### src/sv/fmss_pkg.sv
// Shared types and constants for the first-match string search block.
// Used by fmss_cell and first_match_string_search_top; no dependencies.

package fmss_pkg;

  localparam int unsigned BYTE_W = 8;
  localparam int unsigned POS_W  = 16;

  // Text counter saturates here; bytes beyond it are ignored
  localparam logic [POS_W-1:0] TEXT_LIMIT = 16'hFFFF;

  typedef enum logic [1:0] {
    OP_APPEND = 2'd0,
    OP_CLEAR  = 2'd1,
    OP_TEXT   = 2'd2,
    OP_END    = 2'd3
  } op_e;

  // Broadcast to every cell of the chain each cycle
  typedef struct packed {
    logic              append;
    logic              clear_pat;
    logic              clear_text;
    logic              text_en;
    logic [BYTE_W-1:0] data;
  } cell_ctrl_t;

endpackage

### src/sv/fmss_cell.sv
// One pattern position of the search chain: pattern byte, occupancy and alignment bit.
// Depends on fmss_pkg for the broadcast control struct.

module fmss_cell (
  input  logic                 clk_i,
  input  logic                 rst_ni,
  input  fmss_pkg::cell_ctrl_t ctrl_i,
  input  logic                 align_prev_i,
  input  logic                 active_prev_i,
  input  logic                 active_next_i,
  output logic                 active_o,
  output logic                 align_o,
  output logic                 last_o,
  output logic                 hit_o
);

  logic                        active_q, active_d;
  logic                        align_q, align_d;
  logic [fmss_pkg::BYTE_W-1:0] pat_q;
  logic                        free_slot;
  logic                        match_new;

  // Next free position: neighbour below occupied, this one not
  assign free_slot = active_prev_i & ~active_q;
  assign match_new = align_prev_i & (pat_q == ctrl_i.data);

  always_comb begin
    active_d = active_q;
    if (ctrl_i.clear_pat) begin
      active_d = 1'b0;
    end else if (ctrl_i.append && free_slot) begin
      active_d = 1'b1;
    end
  end

  always_comb begin
    align_d = align_q;
    if (ctrl_i.clear_text) begin
      align_d = 1'b0;
    end else if (ctrl_i.append && free_slot) begin
      align_d = 1'b0;
    end else if (ctrl_i.text_en && active_q) begin
      align_d = match_new;
    end
  end

  always_ff @(posedge clk_i or negedge rst_ni) begin
    if (!rst_ni) begin
      active_q <= 1'b0;
      align_q  <= 1'b0;
    end else begin
      active_q <= active_d;
      align_q  <= align_d;
    end
  end

  always_ff @(posedge clk_i) begin
    if (ctrl_i.append && free_slot) begin
      pat_q <= ctrl_i.data;
    end
  end

  assign active_o = active_q;
  assign last_o   = active_q & ~active_next_i;
  assign hit_o    = last_o & ctrl_i.text_en & match_new;

  // The outgoing alignment bit feeds the next cell's compare
  assign align_o  = align_q;

endmodule

### src/sv/first_match_string_search_top.sv
// First-match string search: top level with the cell chain, counters and result register.
// Depends on fmss_pkg and fmss_cell.
// Throughput: one item per cycle; an end-of-text item waits only while a result is held and not taken.
// Latency: the result is valid in the cycle after the end-of-text transfer.
// Reset clears pattern length, occupancy, alignment bits, text state and result valid;
// pattern bytes and the result payload are not reset and are only read once written.

module first_match_string_search_top #(
  parameter int unsigned PATTERN_MAX = 64
) (
  input  logic                        clk_i,
  input  logic                        rst_ni,
  input  logic                        in_valid_i,
  output logic                        in_ready_o,
  input  logic [1:0]                  opcode_i,
  input  logic [fmss_pkg::BYTE_W-1:0] data_byte_i,
  output logic                        out_valid_o,
  input  logic                        out_ready_i,
  output logic                        found_o,
  output logic [fmss_pkg::POS_W-1:0]  position_o
);

  localparam int unsigned LEN_W = $clog2(PATTERN_MAX + 1);

  fmss_pkg::cell_ctrl_t           ctrl;
  logic                           in_fire;
  logic                           is_append, is_clear, is_text, is_end;
  logic                           text_take;
  logic [PATTERN_MAX-1:0]         active, last, hit, align_chain;

  logic [LEN_W-1:0]               len_q, len_d;
  logic [fmss_pkg::POS_W-1:0]     cnt_q, cnt_d;
  logic                           seen_q, seen_d;
  logic [fmss_pkg::POS_W-1:0]     first_q, first_d;
  logic                           out_valid_q, out_valid_d;
  logic                           found_q, found_d;
  logic [fmss_pkg::POS_W-1:0]     pos_q, pos_d;
  logic [fmss_pkg::POS_W-1:0]     match_start;

  // Result slot only needed for end-of-text items
  assign in_ready_o = out_ready_i | ~out_valid_q |
                      (opcode_i != fmss_pkg::OP_END);
  assign in_fire    = in_valid_i & in_ready_o;

  assign is_append = in_fire & (opcode_i == fmss_pkg::OP_APPEND);
  assign is_clear  = in_fire & (opcode_i == fmss_pkg::OP_CLEAR);
  assign is_text   = in_fire & (opcode_i == fmss_pkg::OP_TEXT);
  assign is_end    = in_fire & (opcode_i == fmss_pkg::OP_END);
  assign text_take = is_text & (cnt_q != fmss_pkg::TEXT_LIMIT);

  always_comb begin
    ctrl.append     = is_append;
    ctrl.clear_pat  = is_clear;
    ctrl.clear_text = is_clear | is_end;
    ctrl.text_en    = text_take;
    ctrl.data       = data_byte_i;
  end

  for (genvar j = 0; j < PATTERN_MAX; j++) begin : g_cell
    logic align_prev, active_prev, active_next;
    if (j == 0) begin : g_head
      assign align_prev  = 1'b1;
      assign active_prev = 1'b1;
    end else begin : g_body
      assign align_prev  = align_chain[j-1];
      assign active_prev = active[j-1];
    end
    if (j == PATTERN_MAX - 1) begin : g_tail
      assign active_next = 1'b0;
    end else begin : g_mid
      assign active_next = active[j+1];
    end

    fmss_cell u_cell (
      .clk_i         (clk_i),
      .rst_ni        (rst_ni),
      .ctrl_i        (ctrl),
      .align_prev_i  (align_prev),
      .active_prev_i (active_prev),
      .active_next_i (active_next),
      .active_o      (active[j]),
      .align_o       (align_chain[j]),
      .last_o        (last[j]),
      .hit_o         (hit[j])
    );
  end

  assign match_start = cnt_q + 16'd1 - {{(fmss_pkg::POS_W-LEN_W){1'b0}}, len_q};

  always_comb begin
    len_d   = len_q;
    cnt_d   = cnt_q;
    seen_d  = seen_q;
    first_d = first_q;
    if (is_clear) begin
      len_d   = '0;
      cnt_d   = '0;
      seen_d  = 1'b0;
      first_d = '0;
    end else if (is_end) begin
      cnt_d   = '0;
      seen_d  = 1'b0;
      first_d = '0;
    end else if (is_append) begin
      if (len_q != LEN_W'(PATTERN_MAX)) begin
        len_d = len_q + 1'b1;
      end
    end else if (text_take) begin
      cnt_d = cnt_q + 1'b1;
      if (!seen_q && (|hit)) begin
        seen_d  = 1'b1;
        first_d = match_start;
      end
    end
  end

  always_comb begin
    out_valid_d = out_valid_q;
    found_d     = found_q;
    pos_d       = pos_q;
    if (is_end) begin
      out_valid_d = 1'b1;
      found_d     = (len_q == '0) | seen_q;
      pos_d       = ((len_q != '0) && seen_q) ? first_q : '0;
    end else if (out_ready_i) begin
      out_valid_d = 1'b0;
    end
  end

  always_ff @(posedge clk_i or negedge rst_ni) begin
    if (!rst_ni) begin
      len_q       <= '0;
      cnt_q       <= '0;
      seen_q      <= 1'b0;
      first_q     <= '0;
      out_valid_q <= 1'b0;
    end else begin
      len_q       <= len_d;
      cnt_q       <= cnt_d;
      seen_q      <= seen_d;
      first_q     <= first_d;
      out_valid_q <= out_valid_d;
    end
  end

  always_ff @(posedge clk_i) begin
    found_q <= found_d;
    pos_q   <= pos_d;
  end

  assign out_valid_o = out_valid_q;
  assign found_o     = found_q;
  assign position_o  = pos_q;

  // Occupied cells always form a prefix whose size is the pattern length
  a_len_matches_cells: assert property (@(posedge clk_i) disable iff (!rst_ni)
    $countones(active) == int'(len_q))
    else $error("pattern length and occupied cells disagree");

  a_single_last: assert property (@(posedge clk_i) disable iff (!rst_ni)
    $onehot0(last) && ((len_q == '0) == (last == '0)))
    else $error("last-cell marker inconsistent");

  a_result_after_end: assert property (@(posedge clk_i) disable iff (!rst_ni)
    is_end |=> out_valid_o)
    else $error("end-of-text transfer gave no result");

  a_first_only_when_seen: assert property (@(posedge clk_i) disable iff (!rst_ni)
    !seen_q |-> (first_q == '0))
    else $error("start position held without a match");

  a_hit_only_on_text: assert property (@(posedge clk_i) disable iff (!rst_ni)
    (|hit) |-> text_take)
    else $error("match reported outside a text transfer");

endmodule

### config.mk
export PLATFORM = sky130hd
export DESIGN_NAME = first_match_string_search_top
export DESIGN_NICKNAME = d
export VERILOG_FILES = /design/src/sv/fmss_pkg.sv /design/src/sv/fmss_cell.sv /design/src/sv/first_match_string_search_top.sv
export SDC_FILE = /design/constraint.sdc
export NUM_CORES = 1
export LEC_CHECK = 0
export BUFFER_PORTS_ARGS = -buffer_cell sky130_fd_sc_hd__buf_2
export CORE_MARGIN = 5
export CORE_UTILIZATION = 55
export DETAILED_ROUTE_END_ITERATION = 6
export GPL_ROUTABILITY_DRIVEN = 0
export PLACE_DENSITY_LB_ADDON = 0.12
export SKIP_LAST_GASP = 1
export SLEW_MARGIN = 40
export SYNTH_ARGS = -nofsm -noshare
export SYNTH_HDL_FRONTEND = slang
export SYNTH_SLANG_ARGS = --single-unit
### constraint.sdc
create_clock -name clk_i -period 3.1 [get_ports clk_i]
set_clock_uncertainty 0.2 [all_clocks]
set_input_delay 0.93 -clock clk_i [delete_from_list [all_inputs] [get_ports clk_i]]
set_output_delay 0.93 -clock clk_i [all_outputs]
set_load 0.01 [all_outputs]
==> metrics.txt <==
share of layout cells above drive strength 1=21.4%; clk_lat worst skew=around 0.61 ns; RSZ-0062 raised after global routing=yes; PortBufs=32; routed length per instance=between 20 and 25 um; Critical-path top delay cell=nor4_1; Post-Syn Nets=2294; final WL=75500 um; number of cells on the critical path=12; Place WS=-0.891 ns; global route total overflow=0; DPL Wire Length=48800 um; DR vias/cell=5.65; worst r2r path cells=12; Worst Path Arrival=3.37 ns; syn_area_per_cell=13.8 um^2; Post-Synthesis Cells=between 2k and 2.5k; CP required=3.38 ns; CTS buffer count=73; Final min period=3.09 ns; worst-path fanout max=16; root buf cell=clkbuf_16; crit end category=flip-flop; number of synthesized flops with an enable pin=between 500 and 600; Slew HR=a little under half; Area Growth Syn to Fin=21.5%; async set-reset flop share out of synthesis=24.1%; Synth Cell Area=31300 um^2; Max stage delay on crit path=0.54 ns; Clock Sinks=697; worst-case clock buffer depth=3; Post-DP Area=34600 um^2; Reg clk slew, reported paths=0.06 ns; most used cell, CP=buf_4; Hold Path Class=in2async; post-route setup slack=0.0144 ns; full die area=61800 um^2; Yosys warning total=0; power density cells=551 nW/um^2; vias in the first global route=19.9k; core area=56400 um^2; Startpoint Class=primary input; DIE HEIGHT=249 um; worst vdd rail ir drop=0.457 mV; antenna cells=0; Post-DRT Antenna Nets=0; CP bufs+invs=4; Chip Width=249 um; Starting Density=55.5%; Pleak=0.0138 uW; final design utilization=67.5%; H-tree depth=3; crit path kind=in2reg; Final Hold Fails=0; max-slew violations=0; drt drc=0; Hold-fix buffers, CTS=0; outcome=finished clean; period utilisation layout=approximately 100%; Slew @ Worst Pin=about 0.81 ns; Main synth FF type=edfxtp_1; first-pass GRT wire length=116000 um; Finished Cell Area=38000 um^2; synthesized flop and latch total=697; initial antenna violation count=1; Max-cap violations=0; largest net degree at the start of global routing=66; CTS tree=done; GRT Total Usage=23.9%; TritonRoute pass-1 iters=5; register area share after synthesis=between 60% and 70%; boundary pin count=33; row count=87; crit-path leading delay family=simple AND/OR/NAND/NOR gates; Initial DRC Count=1439; fmax=324 MHz; Setup-failing EPs final=0; Unique masters post-synth=64; worst-path cell chain=buf_12, buf_16, buf_4, xnor2_1, nand2_1, nor4_1, a2111oi_0, buf_4, nand4_1, nor3_4, a31o_4, a22o_1; via count=19.6k; Layout Nets=2675
## final timing paths
path,slack [ns],end,from
worst min register to register,0.29,first_q[7]$_DFFE_PN0P_,first_q[7]$_DFFE_PN0P_
max in group asynchronous,1.87,g_cell[17].u_cell.align_o$_DFFE_PN0P_,rst_ni
worst max register to register,0.12,first_q[10]$_DFFE_PN0P_,cnt_q[0]$_DFFE_PN0P_
worst max-delay path,0.01,first_q[3]$_DFFE_PN0P_,data_byte_i[7]
worst min-delay path,0.08,g_cell[55].u_cell.active_o$_DFFE_PN0P_,rst_ni
min in group clk_i,0.29,first_q[7]$_DFFE_PN0P_,first_q[7]$_DFFE_PN0P_
## cell usage after synthesis (all sizes together), types with 4 or more instances
cell type	count	area share, %
edfxtp	529	51
xnor2	315	8.8
xor2	224	6.3
nand2	172	2.1
dfrtp	168	13
nor3	111	1.8
o21a	75	1.8
nand4	73	1.5
buf	64	2.6
nor4	60	1.2
nand3	54	0.86
nor2	54	0.65
o21ai	47	0.75
nor3b	45	1.1
clkbuf	32	0.38
mux2i	29	0.93
and2	26	0.52
nand4b	26	0.73
nand2b	24	0.48
inv	21	0.25
a22o	15	0.42
a21oi	12	0.20
nor2b	12	0.24
ha	10	0.40
o22ai	10	0.20
and3	9	0.18
a2111oi	6	0.19
o31ai	5	0.12
or4	5	0.14
a21o	4	0.096
## cell families after synthesis
| logic type | count (synthesis) | share of synthesized area [%] |
|---|---|---|
| buffers and inverters | 117 | 3.21 |
| AO/OA/AOI/OAI | 193 | 4.34 |
| flip-flops | 697 | 64.2 |
| AND/OR/NAND/NOR | 682 | 11.7 |
| multiplexers | 30 | 0.963 |
| adder cells (fa/ha/maj) | 11 | 0.464 |
| XOR/XNOR | 539 | 15.1 |
## metal layers
metal,vias up,track usage [%],wire length (um)
li1,9010,-,-
met1,9851,33.0,32700
met2,556,38.8,36100
met3,143,4.75,4420
met4,0,7.79,2310
met5,-,0,0
## state kept, by name, summed over array words and instances (netlist names)
register                flops
found_o                     1
len_q                       7
position_o                 16
g_cell.u_cell.align_o      63
g_cell.u_cell.pat_q       512
out_valid_o                 1
seen_q                      1
cnt_q                      16
first_q                    16
g_cell.u_cell.active_o     64
## where the power goes
group / switching [uW] / internal, uW / leakage [uW]
registers: 129 / 10200 / 0.00710
logic: 1030 / 900 / 0.00556
clock network: 3550 / 5140 / 0.00117
## layout by cell type (no fill, tap or decap), types with 26 or more instances in the layout
| master | instances |
|---|---|
| edfxtp_1 | 529 |
| xnor2_1 | 315 |
| buf_4 | 305 |
| xor2_1 | 223 |
| nand2_1 | 170 |
| dfrtp_1 | 167 |
| nor3_1 | 104 |
| clkbuf_16 | 79 |
| o21a_1 | 75 |
| nand4_1 | 73 |
| nand3_1 | 53 |
| buf_12 | 47 |
| o21ai_0 | 46 |
| nor2_1 | 43 |
| nor4_1 | 42 |
| nor3b_1 | 40 |
| mux2i_1 | 29 |
| and2_1 | 26 |
| nand4b_1 | 26 |
## through the flow
stage / power (uW) / setup TNS (ns) / cells / hold WS, ns
finish: 20900 / 0 / 3464 / 0.0824
global route: 21600 / -0.0731 / 3464 / 0.0850
CTS: 21000 / -0.00985 / 3446 / 0.0645
detailed placement: 12300 / -14.58 / 3297 / 0.275
global placement: 12200 / -18.17 / 3297 / 0.273
floorplan: 11500 / -4.98 / 2269 / 0.245
## area by class of cell
class / instances / area, um^2
clock inverters: 32 / 318
multi-input cells: 1455 / 10600
flip-flops and latches: 697 / 20100
clock buffers: 101 / 2060
inverters: 21 / 78.8
fillers: 4045 / 18400
repair buffers: 402 / 3930
well taps: 756 / 946
## repair_timing
action	in CTS	in global routing
endpoints found under the hold margin	0	0
setup endpoints to repair	17	17
buffers inserted	8	15
gates cloned	8	3
pin swaps	9	21
resized for setup	41	50
No activity file was read; power rests on OpenSTA's default activity.
